**src/sv/bdq_pkg.sv**
```systemverilog
`timescale 1ns / 1ps
// shared types and codes for the bounded double-ended queue
package bdq_pkg;

	localparam int unsigned VALUE_W = 16;
	localparam int unsigned CAP_W   = 5;
	localparam logic [CAP_W-1:0] CAP_RESET = 5'd16;

	typedef enum logic [1:0] {
		FUNC_PUSH_LEFT  = 2'd0,
		FUNC_PUSH_RIGHT = 2'd1,
		FUNC_POP_LEFT   = 2'd2,
		FUNC_POP_RIGHT  = 2'd3
	} bdq_func_t;

	typedef enum logic [1:0] {
		STATUS_DONE  = 2'd0,
		STATUS_FULL  = 2'd1,
		STATUS_EMPTY = 2'd2
	} bdq_status_t;

	typedef struct packed {
		bdq_func_t                  func;
		logic signed [VALUE_W-1:0]  push_value;
	} bdq_cmd_t;

	typedef struct packed {
		bdq_status_t                status;
		logic signed [VALUE_W-1:0]  item_value;
	} bdq_rsp_t;

	typedef enum logic [1:0] {
		ST_IDLE,
		ST_READ,
		ST_RESP
	} bdq_state_t;

	// controller to datapath
	typedef struct packed {
		logic        push;      // write the command value at one end
		logic        pop;       // read one end and retire it
		logic        left;      // operate on the left end
		logic        load_imm;  // load response from command / status
		logic        load_rd;   // load response from memory read data
		bdq_status_t status;
	} bdq_ctl_t;

	// datapath to controller
	typedef struct packed {
		logic full;
		logic empty;
	} bdq_flags_t;

endpackage

```
**src/sv/bdq_datapath.sv**
```systemverilog
`timescale 1ns / 1ps
// ring buffer storage, end pointers, fill count, capacity and response register
module bdq_datapath import bdq_pkg::*; #(
	parameter int unsigned DEPTH = 16
) (
	input  logic                 clk,
	input  logic                 arst_n,
	input  bdq_ctl_t             ctl,
	input  bdq_cmd_t             cmd,
	input  logic                 cfg_wr,
	input  logic [CAP_W-1:0]     cfg_data,
	output bdq_flags_t           flags,
	output bdq_rsp_t             rsp
);

	localparam int unsigned AW = (DEPTH > 1) ? $clog2(DEPTH) : 1;
	localparam int unsigned CW = $clog2(DEPTH + 1);
	localparam int unsigned LW = (CW > CAP_W) ? CW : CAP_W;
	localparam int unsigned SW = ((AW > CW) ? AW : CW) + 1;

	logic [VALUE_W-1:0] mem_q [DEPTH];
	logic [VALUE_W-1:0] rd_q;
	logic [AW-1:0]      front_q;
	logic [CW-1:0]      fill_q;
	logic [CAP_W-1:0]   cap_q;
	bdq_rsp_t           rsp_q;

	logic [AW-1:0]      front_dec;
	logic [AW-1:0]      front_inc;
	logic [SW-1:0]      tail_sum;
	logic [SW-1:0]      back_sum;
	logic [AW-1:0]      tail_pos;
	logic [AW-1:0]      back_pos;
	logic [AW-1:0]      addr;

	// full when fill reaches capacity or the physical depth
	assign flags.full  = (LW'(fill_q) >= LW'(cap_q)) || (fill_q == CW'(DEPTH));
	assign flags.empty = (fill_q == '0);

	assign front_dec = (front_q == '0) ? AW'(DEPTH - 1) : front_q - AW'(1);
	assign front_inc = (front_q == AW'(DEPTH - 1)) ? '0 : front_q + AW'(1);

	// slot just past the rightmost entry, and the rightmost entry itself
	always_comb begin
		tail_sum = SW'(front_q) + SW'(fill_q);
		back_sum = tail_sum - SW'(1);
		tail_pos = (tail_sum >= SW'(DEPTH)) ? AW'(tail_sum - SW'(DEPTH)) : AW'(tail_sum);
		back_pos = (back_sum >= SW'(DEPTH)) ? AW'(back_sum - SW'(DEPTH)) : AW'(back_sum);
	end

	always_comb begin
		unique case ({ctl.push, ctl.left})
			2'b11:   addr = front_dec;
			2'b10:   addr = tail_pos;
			2'b01:   addr = front_q;
			default: addr = back_pos;
		endcase
	end

	always_ff @(posedge clk) begin
		if (ctl.push) begin
			mem_q[addr] <= cmd.push_value;
		end
		if (ctl.pop) begin
			rd_q <= mem_q[addr];
		end
	end

	always_ff @(posedge clk or negedge arst_n) begin
		if (!arst_n) begin
			front_q <= '0;
			fill_q  <= '0;
			cap_q   <= CAP_RESET;
		end else begin
			if (cfg_wr) begin
				cap_q <= cfg_data;
			end
			if (ctl.push) begin
				fill_q <= fill_q + CW'(1);
				if (ctl.left) begin
					front_q <= front_dec;
				end
			end else if (ctl.pop) begin
				fill_q <= fill_q - CW'(1);
				if (ctl.left) begin
					front_q <= front_inc;
				end
			end
		end
	end

	always_ff @(posedge clk) begin
		if (ctl.load_imm) begin
			rsp_q.status     <= ctl.status;
			rsp_q.item_value <= (ctl.status == STATUS_DONE) ? cmd.push_value : '0;
		end else if (ctl.load_rd) begin
			rsp_q.status     <= STATUS_DONE;
			rsp_q.item_value <= rd_q;
		end
	end

	assign rsp = rsp_q;

endmodule

```
**src/sv/bdq_ctrl.sv**
```systemverilog
`timescale 1ns / 1ps
// command sequencer for the deque
module bdq_ctrl import bdq_pkg::*; (
	input  logic       clk,
	input  logic       arst_n,
	input  logic       cmd_valid,
	input  bdq_func_t  func,
	input  logic       rsp_ready,
	input  bdq_flags_t flags,
	output logic       cmd_ready,
	output logic       rsp_valid,
	output bdq_ctl_t   ctl
);

	bdq_state_t state_q;
	bdq_state_t state_d;
	logic       is_push;

	assign is_push = (func == FUNC_PUSH_LEFT) || (func == FUNC_PUSH_RIGHT);

	always_ff @(posedge clk or negedge arst_n) begin
		if (!arst_n) begin
			state_q <= ST_IDLE;
		end else begin
			state_q <= state_d;
		end
	end

	// next state
	always_comb begin
		state_d = state_q;
		unique case (state_q)
			ST_IDLE: begin
				if (cmd_valid) begin
					state_d = (!is_push && !flags.empty) ? ST_READ : ST_RESP;
				end
			end
			ST_READ: state_d = ST_RESP;
			ST_RESP: begin
				if (rsp_ready) begin
					state_d = ST_IDLE;
				end
			end
			default: state_d = ST_IDLE;
		endcase
	end

	// outputs
	always_comb begin
		cmd_ready    = (state_q == ST_IDLE);
		rsp_valid    = (state_q == ST_RESP);
		ctl          = '0;
		ctl.status   = STATUS_DONE;
		ctl.left     = (func == FUNC_PUSH_LEFT) || (func == FUNC_POP_LEFT);
		unique case (state_q)
			ST_IDLE: begin
				if (cmd_valid) begin
					if (is_push) begin
						ctl.load_imm = 1'b1;
						if (flags.full) begin
							ctl.status = STATUS_FULL;
						end else begin
							ctl.push = 1'b1;
						end
					end else if (flags.empty) begin
						ctl.load_imm = 1'b1;
						ctl.status   = STATUS_EMPTY;
					end else begin
						ctl.pop = 1'b1;
					end
				end
			end
			ST_READ: ctl.load_rd = 1'b1;
			default: ctl.load_rd = 1'b0;
		endcase
	end

endmodule

```
**src/sv/bounded_double_ended_queue.sv**
```systemverilog
`timescale 1ns / 1ps
// top level of the bounded double-ended queue
// Bounded double-ended queue on a ring buffer of DEPTH 16-bit slots. Each command word
// pushes a signed value at the left or right end or pops one end, and gives exactly one
// response word: a status (done, refused because full, refused because empty) and the value
// pushed or popped, zero when refused. A refused command leaves the queue unchanged. The
// capacity register (reset 16) limits the fill; values above DEPTH act as DEPTH, zero
// refuses every push, and lowering it below the current fill only blocks pushes until pops
// bring the fill down. One command is handled at a time: a push or a refused command goes
// from acceptance through the response state back to idle, and a pop also passes through
// the read state first, for the registered read port of the slot memory. The controller
// holds the response until rsp_ready takes it, and only then accepts the next command.
// Capacity writes are always accepted and should come while the queue is idle.
module bounded_double_ended_queue import bdq_pkg::*; #(
	parameter int unsigned DEPTH = 16
) (
	input  logic               clk,
	input  logic               arst_n,
	// command channel
	input  logic               cmd_valid,
	output logic               cmd_ready,
	input  bdq_cmd_t           cmd,
	// response channel
	output logic               rsp_valid,
	input  logic               rsp_ready,
	output bdq_rsp_t           rsp,
	// capacity register write
	input  logic               cfg_valid,
	output logic               cfg_ready,
	input  logic [CAP_W-1:0]   cfg_data
);

	bdq_ctl_t   ctl;
	bdq_flags_t flags;

	// capacity register takes a word every cycle
	assign cfg_ready = 1'b1;

	bdq_ctrl u_ctrl (
		.clk       (clk),
		.arst_n    (arst_n),
		.cmd_valid (cmd_valid),
		.func      (cmd.func),
		.rsp_ready (rsp_ready),
		.flags     (flags),
		.cmd_ready (cmd_ready),
		.rsp_valid (rsp_valid),
		.ctl       (ctl)
	);

	// ring storage, pointers and the response register
	bdq_datapath #(
		.DEPTH (DEPTH)
	) u_datapath (
		.clk      (clk),
		.arst_n   (arst_n),
		.ctl      (ctl),
		.cmd      (cmd),
		.cfg_wr   (cfg_valid & cfg_ready),
		.cfg_data (cfg_data),
		.flags    (flags),
		.rsp      (rsp)
	);

endmodule

```
**config.mk**
```make
export PLATFORM = sky130hd
export DESIGN_NAME = bounded_double_ended_queue
export DESIGN_NICKNAME = d
export VERILOG_FILES = /design/src/sv/bdq_pkg.sv /design/src/sv/bdq_datapath.sv /design/src/sv/bdq_ctrl.sv /design/src/sv/bounded_double_ended_queue.sv
export SDC_FILE = /design/constraint.sdc
export NUM_CORES = 1
export LEC_CHECK = 0
export ABC_AREA = 1
export BUFFER_PORTS_ARGS = -buffer_cell sky130_fd_sc_hd__buf_2
export CAP_MARGIN = 20
export CORE_MARGIN = 2
export CORE_UTILIZATION = 60
export CTS_CLUSTER_SIZE = 28
export DETAILED_ROUTE_END_ITERATION = 10
export GPL_ROUTABILITY_DRIVEN = 0
export GPL_TIMING_DRIVEN = 1
export PLACE_DENSITY = 0.83
export SYNTH_ARGS = -nofsm -noshare
export SYNTH_HDL_FRONTEND = slang
export SYNTH_SLANG_ARGS = --single-unit
```
**constraint.sdc**
```tcl
create_clock -name clk -period 11.05 [get_ports clk]
set_clock_uncertainty 0.15 [all_clocks]
set_input_delay 0 -clock clk [delete_from_list [all_inputs] [get_ports clk]]
set_output_delay 0 -clock clk [all_outputs]
set_load 0.1 [all_outputs]
```
Word level (Yosys, flattened, before mapping)
Memory sizes are Yosys's and may differ from the RTL's. A register that Yosys moved wholly into a read port is not among the register bits.
Index checks and enable logic that the tools add are counted.
{"block": "op_classes", "eq_ne": 11, "multipliers": 0, "n_reduce_logical": 15, "bitwise": 0, "order_cmp": 3, "addsub": 8, "n_shift": 0, "muxes": 36, "n_div": 0}
{"op": "two-way mux 18 bit", "count": 2}
{"op": "two-way mux 4 bit", "count": 8}
{"op": "two-way mux 2 bit", "count": 9}
{"op": "two-way mux 16 bit", "count": 1}
{"op": ">= comparator 6 x 5 -> 1 bit (second input constant)", "count": 2}
{"op": "two-way mux 1 bit", "count": 12}
{"op": "case mux 4 bit (3 select lines)", "count": 1}
{"op": "subtractor 4 x 1 -> 4 bit (second input constant)", "count": 3}
{"op": "two-way mux 5 bit", "count": 2}
{"op": "equality test 2 bit (second input constant)", "count": 4}
{"op": "adder 4 x 5 -> 6 bit", "count": 1}
{"op": "equality test 2 x 1 -> 1 bit (second input constant)", "count": 3}
{"op": "zero test 2 bit", "count": 3}
{"op": "case mux 2 bit (3 select lines)", "count": 1}
{"op": "subtractor 6 x 1 -> 6 bit (second input constant)", "count": 1}
{"op": "adder 5 x 1 -> 5 bit (second input constant)", "count": 1}
{"op": "equality test 5 bit (second input constant)", "count": 1}
{"op": ">= comparator 5 bit", "count": 1}
{"op": "zero test 5 bit", "count": 1}
{"op": "subtractor 5 x 1 -> 5 bit (second input constant)", "count": 1}
{"op": "adder 4 x 1 -> 4 bit (second input constant)", "count": 1}
{"op": "equality test 4 bit (second input constant)", "count": 1}
{"op": "zero test 4 bit", "count": 1}
{"op": "AND reduction 2 bit", "count": 2}
{"op": "6 further kinds", "count": 10}
{"block": "totals", "reg_bits": 34, "mem_bits_ro": 0, "latch_bits": 0, "elab_cells": 80, "ramBits": 256, "output_inout_bits": 21, "mem_count": 1, "input_bits": 28}
{"name": "u_datapath.mem_q", "words": 16, "width": 16, "read_ports": 1, "rd_ports_with_merged_regs": 1, "wr": 1, "line": "bdq_datapath.sv:21", "rtl": "logic [VALUE_W-1:0] mem_q [DEPTH];"}

Longest topological paths before layout
Gate-level depths: netlist of the first run.
{"block": "logic_depth", "word_depth": 9, "mapped_depth": 21, "mapped_depth_nobuf": 19}

By module
From an unflattened synthesis of the first run, not the netlist that was laid out.
{"block": "hier_totals", "hier_cells": 1284, "area_unflattened_um2": 13614.3}
{"module": "bdq_datapath", "instances": 1, "cells_per_inst": 1258, "area_per_inst_um2": 13440.4, "seq_area_each_um2": 9059.9}
{"module": "bdq_ctrl", "instances": 1, "cells_per_inst": 24, "area_per_inst_um2": 162.7, "seq_area_each_um2": 50.0}
{"module": "bounded_double_ended_queue", "instances": 1, "cells_per_inst": 2, "area_per_inst_um2": 11.3, "seq_area_each_um2": 0.0}

Worst setup path after synthesis of the first run
OpenSTA, ideal clock, no wires.
{"block": "synth_timing", "path_kind": "register to register", "from": "reg u_datapath.fill_q[0]", "to": "mem u_datapath.mem_q[10][0] (enable)", "path_buffers": 1, "period_less_slack_ps": 3568, "setup_time_ps": 388, "stages_incl_launch_ff": 13, "path_slack_ps": 7482, "arrival_time_ps": 3030, "required_time_ps": 10512, "path_cell_list": "dfrtp_1 > ha_1 > inv_1 > fa_1 > xor2_1 > nand3_1 > xnor2_1 > nor2_1 > nor2_8 > nor2_4 > buf_6 > inv_1 > nor2_1"}
{"block": "synth_via", "elab_chain_cells": 8, "elab_cells_between_ends": 21, "cone_classes": "4 x add/sub; 3 x order compare; 4 x eq/ne; 9 x mux; 1 x reduce/logical"}
{"element": "start: declaration", "line": "bdq_datapath.sv:24", "rtl": "logic [CW-1:0] fill_q;"}
{"element": "start signal: assignment", "line": "bdq_datapath.sv:79", "rtl": "fill_q <= fill_q + CW'(1);"}
{"element": "start signal: assignment", "line": "bdq_datapath.sv:84", "rtl": "fill_q <= fill_q - CW'(1);"}
{"element": "branches (longest 8 deep; another with adder 4 x 5 -> 6 bit)"}
{"element": "end: declaration", "line": "bdq_datapath.sv:21"}
Parallel ways; which one is timed is not known.

Final worst setup path of the first run
{"block": "layout_timing", "from": "reg u_datapath.fill_q[0]", "to": "mem u_datapath.mem_q[4][3] (enable)"}
Same word-level chain as after synthesis.

==> results of run 1 <==
power by group:
group / internal (µW) / switching (µW)
Clock: 508 / 424
Combinational: 657 / 1800
Sequential: 1440 / 52.7
Total: 2600 / 2280
sequential cells by signal, indices dropped and copies added, names as in the netlist:
register / cells
u_datapath.front_q: 4
u_datapath.rd_q: 16
u_datapath.mem_q: 256
u_datapath.fill_q: 5
u_datapath.rsp: 18
u_ctrl.state_q: 2
u_datapath.cap_q: 5
area by class of cell:
| cell class | count | area (µm²) |
|---|---|---|
| Clock buffer | 32 | 779 |
| Clock inverter | 23 | 118 |
| Fill cell | 1537 | 7070 |
| Inverter | 68 | 260 |
| Multi-Input combinational cell | 899 | 4210 |
| Sequential cell | 306 | 9110 |
| Tap cell | 285 | 357 |
| Timing Repair Buffer | 107 | 802 |
per-layer routing:
layer	vias up	wire, µm	global-route usage
met1	4849	12600	0.372
met3	101	3770	0.0438
met5	-	0	0
met2	646	16500	0.479
met4	0	1170	0.0939
li1	4716	-	-
cells by family (layout without fill, tap and decap cells):
logic type	after synthesis	in the layout	synth area share
xor gates and xnor gates	9	9	0.00565
adders and majority gates	16	16	0.0154
AOI/OAI and AO/OA	27	27	0.0129
muxes	1	1	0.000807
and+or+nand+nor	845	845	0.263
DFF	306	306	0.653
buffers and inverters	149	230	0.0489
other	1	1	0.000269
worst max-delay path by stage:
stage,slack (ns),endpoint,start
2_1_floorplan,7.48,u_datapath.mem_q[10][0],u_datapath.fill_q[0]
3_3_place_gp,5.53,u_datapath.mem_q[10][11],u_datapath.fill_q[0]
3_5_place_dp,5.66,u_datapath.mem_q[4][3],u_datapath.fill_q[0]
4_1_cts,5.64,u_datapath.mem_q[4][3],u_datapath.fill_q[0]
5_1_grt,5.22,u_datapath.mem_q[6][15],u_datapath.fill_q[0]
6_report,5.48,u_datapath.mem_q[4][3],u_datapath.fill_q[0]
cell usage in the layout, fill, tap and decap left out, drive strengths merged, types with 14 or more instances in the layout:
cell	instances
nand2	635
edfxtp	290
nand4	133
buf	70
inv	68
nor2	41
dlygate4sd3	37
nand3	33
clkbuf	32
clkinv	20
dfrtp	15
ha	14
worst register-to-register path: stages, from the launching register on:
cell	delay (ns)
dfrtp_1	0.47
inv_1	0.08
ha_1	0.28
inv_1	0.05
nand2_1	0.04
nand2_1	0.06
nand2_1	0.05
nand2_1	0.13
nand3_4	0.28
nand2_1	0.21
nand3_4	0.58
nand3_4	0.64
buf_4	0.86
nand3_1	0.36
nor2_1	0.68
buf_4	0.35
cells in the mapped netlist, types with 6 or more instances:
master | instances | area [µm²]
ha_1 | 14 | 175
nor2_1 | 32 | 120
buf_2 | 53 | 265
buf_1 | 8 | 30.0
dfrtp_1 | 15 | 375
inv_1 | 59 | 221
inv_2 | 6 | 22.5
edfxtp_1 | 290 | 8710
nand2_1 | 632 | 2370
nand4_1 | 133 | 832
clkbuf_1 | 11 | 41.3
nand3_1 | 30 | 150
a21oi_1 | 9 | 45.0
o21ai_0 | 10 | 50.1
metrics by stage:
stage | power [µW] | area, µm²
after floorplan | 3320 | 14000
after global placement | 3800 | 14300
after detailed placement | 3860 | 14300
after CTS | 4800 | 15600
after global routing | 5150 | 15600
final | 4880 | 15600
repair_timing:
action / in CTS / in global routing
setup endpoints to repair: 0 / 0
gates resized for setup: 0 / 0
endpoints found under the hold margin: 318 / 0
hold buffers: 37 / 0
==> run metrics, run 1 <==
Tot GR Track Use 0.281; max_cap viols 0; RSZ-0062 raised after global routing no; DP Worst Slack 5.66 ns; Remaining DRCs 0; critical path arrival 5.67 ns; Final setup viols 0; CTS tree built; 1st-pass router iterations 9; Stages on worst setup path 15; Root Driver clkbuf_16; clock sink count between 300 and 400; Final WS setup 5.48 ns; row cnt 55; CP Launch Type register; CTS clk-pin slew, worst paths 0.06 ns; DP Cell Count 1,626; CP top delay family simple AND/OR/NAND/NOR gates; R2R cell count 15; crit path buf inv count 4; # diodes 0; number of synthesized register bits 306; reg-to-reg slack, setup 5.48 ns; Fmax about 180 MHz; Area Overhead vs Synth 12.0%; die area 0.0245 mm²; 1st-iter DRT viols 1,505; # IOs 49; remaining antenna violation count 0; Critical Path End Type register; crit path kind reg2reg; post-synth cell types 41; Critical Path RT between 10 and 15 ns; CP Cell Sequence inv_1 -> ha_1 -> inv_1 -> nand2_1 -> nand2_1 -> nand2_1 -> nand2_1 -> nand3_4 -> nand2_1 -> nand3_4 -> nand3_4 -> buf_4 -> nand3_1 -> nor2_1 -> buf_4; Hold WC Path Type in2reg; setup_tns 0 ns; Hold Path End u_datapath.front_q[0]; vias in the first global route ~10,000; RR Startpoint u_datapath.fill_q[0]; Detailed Place HPWL 20,200 µm; end of the worst register-to-register path u_datapath.mem_q[4][3]; Die Ht 157 µm; Syn. warnings 0; largest net degree at the start of global routing 100; Worst Hold Depth 4; syn_area_per_cell 10.3 µm²; Max H-tree Level 1; worst vdd rail ir drop 0.000278 V; core area between 0.02 and 0.025 mm²; Finished Layout Cells ~1,700; starting density of the core 0.615; post-CTS setup buffers 0; CTS Buf Count 30; final hold slack 0.0524 ns; Post-synth ARST share 0.0523; Clock Latency Late Sink between 0.5 and 0.6 ns; Final Core Density 0.689; Hold Violations, Final 0; nets 1,456; delay of the slowest cell on the worst path 0.86 ns; Mapped Area 0.0140 mm²; relative slew slack 0.315; Power Density 312 mW/mm²; Post-Route WL 34,100 µm; Cells after Synth 1,354; leakage power total 0.00655 µW; Critical Path Most Common Cell nand2_1; share of cells above drive strength 1 0.105; Worst Max-Slew Pin Slew 1.03 ns; Hold Startpoint cmd[16]; period utilization 0.504; Final Critical Period between 5 and 6 ns; sequential share of the synthesized area 0.653; first-pass GRT wire length 52,500 µm; worst-path maximum fanout 99; antenna violations before repair 0; via count between 10,000 and 15,000; EDFF count, synth 290; Final Slew Violations 0; status complete, no violations; DR WL/cell 19.8 µm; GR Overflow Total 0; Mapped Nets 1,398; Synth Flop Type edfxtp_1; IO Port Bufs 47; Die W 157 µm; DR vias/cell 6.00; Slowest-stage cell, CP buf_4; clk buf depth 3
No activity file was read; power rests on OpenSTA's default activity.
==> inputs of run 2 (changes only) <==
Clock period 11.05 ns to 5.2 ns, I/O delays scaled along.
==> run metrics, run 2 (synthesis gave the netlist of run 1 again) <==
Finished Layout Cells 1,730 (+0.58%); busiest grt layer met2; Post-Route WL 35,000 µm (+2.8%); Fmax 234 MHz (+30%); GR Overflow Total 0 (unchanged); Root Driver clkbuf_16; IO Port Bufs 47 (unchanged); nets 1,464 (+0.55%); max_cap viols 0 (unchanged); Die W 157 µm (unchanged); post-CTS setup buffers 0 (unchanged); Pwr Total 10,600 µW (+120%); DR WL/cell 20.3 µm (+2.2%); # IOs 49 (unchanged); via count 10,380 (+0.66%); most frequent cells in the layout 631 x nand2_1, 290 x edfxtp_1, 133 x nand4_1; fill cell count 1,546 (+0.59%); die area 0.0245 mm² (unchanged); 1st-iter DRT viols 1,433 (-4.8%); post_cts resized 0 (unchanged); DR vias/cell 6.00 (about the same); Final Slew Violations 0 (unchanged); delay of the slowest cell on the worst path 0.81 ns (-0.05 ns); Tot GR Track Use 0.294 (+0.0132); end of the worst register-to-register path u_datapath.mem_q[0][0]; CP Cell Sequence inv_1 -> ha_1 -> inv_1 -> nand2_1 -> nand2_1 -> nand2_1 -> nand2_1 -> nand3_4 -> nor2_4 -> nand2_1 -> nand3_2 -> buf_4 -> nand3_1 -> nor2_2; Critical Path Most Common Cell nand2_1; RSZ-0062 raised after global routing no; RR Startpoint u_datapath.fill_q[0]; Critical Path RT 5.25 ns (-5.90 ns); Top reg by flops u_datapath.mem_q; Power Density 670 mW/mm² (+110%); met1 GRT Util 0.400 (+0.0277); CTS tree built; Hold Path End u_datapath.front_q[2]; Detailed Place HPWL 20,400 µm (+0.72%); max FFs per register 256 (unchanged); crit path buf inv count 3 (-1); met3 Use GR 0.0712 (+0.0274); Slowest-stage cell, CP nor2_2; largest net degree at the start of global routing 89 (-11%); Final setup viols 0 (unchanged); CTS Buf Count 31 (+3.3%); R2R cell count 14 (-1); critical path arrival 4.32 ns (-1.35 ns); reg-to-reg slack, setup 0.93 ns (-4.55 ns); clock sink count 306 (unchanged); worst vdd rail ir drop 0.000558 V (+100%); starting density of the core 0.615 (unchanged); Critical Path End Type register; worst-path maximum fanout 57 (-42%); Multi-input gate area 0.00421 mm² (unchanged); Clock Latency Late Sink 0.57 ns (+0.02 ns); remaining antenna violation count 0 (unchanged); 1st-pass router iterations 9 (unchanged); Area Overhead vs Synth 13.5%; Final Core Density 0.698 (+0.00931); row cnt 55 (unchanged); CTS clk-pin slew, worst paths 0.06 ns (about the same); crit path kind reg2reg; leakage power total 0.00665 µW (+1.6%); Max H-tree Level 1 (unchanged); share of cells above drive strength 1 0.114 (+0.00974); first-pass GRT wire length 55,000 µm (+4.8%); leading cell type in the layout, fill and taps excluded nand2_1; status complete, no violations; vias in the first global route 10,221 (+1.9%); Final Critical Period 4.27 ns (-1.30 ns); Worst Hold Depth 4 (unchanged); Sequential Area 0.00911 mm² (unchanged); setup_tns 0 ns (unchanged); Hold WC Path Type in2reg; Die Ht 157 µm (unchanged); DP Cell Count 1,634 (+0.49%); period utilization 0.822 (+0.318); Hold Violations, Final 0 (unchanged); Worst Max-Slew Pin Slew 1.14 ns (+0.111 ns); CP Launch Type register; Hold Startpoint cmd[16]; met2 usage 0.474 (-0.00524); final hold slack 0.0382 ns (-0.0143 ns); clk buf depth 3 (unchanged); antenna violations before repair 1 (+1); CP top delay family simple AND/OR/NAND/NOR gates; relative slew slack 0.240 (-0.0749); Remaining DRCs 0 (unchanged); core area 0.0227 mm² (unchanged); Hold Buf Count CTS 37 (unchanged)
==> run 2: cell count changes in the layout (fill, tap and decap cells not counted), moves of 2 or more <==
cell | before | now
clkbuf_1 | 1 | 3
buf_6 | 3 | 0
buf_4 | 19 | 30
clkinv_2 | 8 | 6
clkinv_1 | 11 | 3
bufinv_16 | 0 | 5
clkinvlp_4 | 3 | 5
clkbuf_8 | 0 | 2
==> run 2: area by class of cell <==
| class | count | share of cell area |
|---|---|---|
| antenna | 1 | 0.000158 |
| clock buffer | 36 | 0.0514 |
| clock inverter | 21 | 0.0166 |
| inverter | 68 | 0.0164 |
| multi-input combinational | 899 | 0.266 |
| sequential | 306 | 0.575 |
| tap | 285 | 0.0225 |
| timing repair buffer | 114 | 0.0524 |
==> run 2: worst min-delay path, delay by kind of cell <==
kind                   cells  cell delay, ns
AO/OA/AOI/OAI              1            0.10
AND/OR/NAND/NOR            1            0.26
buffers and inverters      2            0.35
==> run 2: routing by layer <==
layer,up-vias,routed length [µm]
li1,4738,-
met1,4819,13000
met2,712,16400
met3,111,4380
met4,0,1190
met5,-,0
==> run 2: power breakdown <==
group          leakage, µW  total (µW)  internal (µW)  switching [µW]
Sequential         0.00281        3170           3060             111
Combinational      0.00333        5130           1390            3740
Clock             0.000516        2320           1380             941
==> run 2: worst max path at each step <==
stage	startpoint	endpoint	depth (start not counted)
6_report	u_datapath.fill_q[0]	u_datapath.mem_q[0][0]	14
3_3_place_gp	u_datapath.fill_q[0]	u_datapath.mem_q[0][12]	14
5_1_grt	u_datapath.fill_q[0]	u_datapath.mem_q[0][11]	14
3_5_place_dp	u_datapath.fill_q[0]	u_datapath.mem_q[0][0]	14
4_1_cts	u_datapath.fill_q[0]	u_datapath.mem_q[0][3]	14
2_1_floorplan	u_datapath.fill_q[0]	u_datapath.mem_q[10][0]	12
==> run 2: per-stage QoR <==
stage                     cell area, µm²  worst slack (ns)
after global placement             14400              1.09
after global routing               15800             0.631
after CTS                          15800             0.931
after floorplan                    14000              1.63
after detailed placement           14400             0.959
final                              15800             0.926
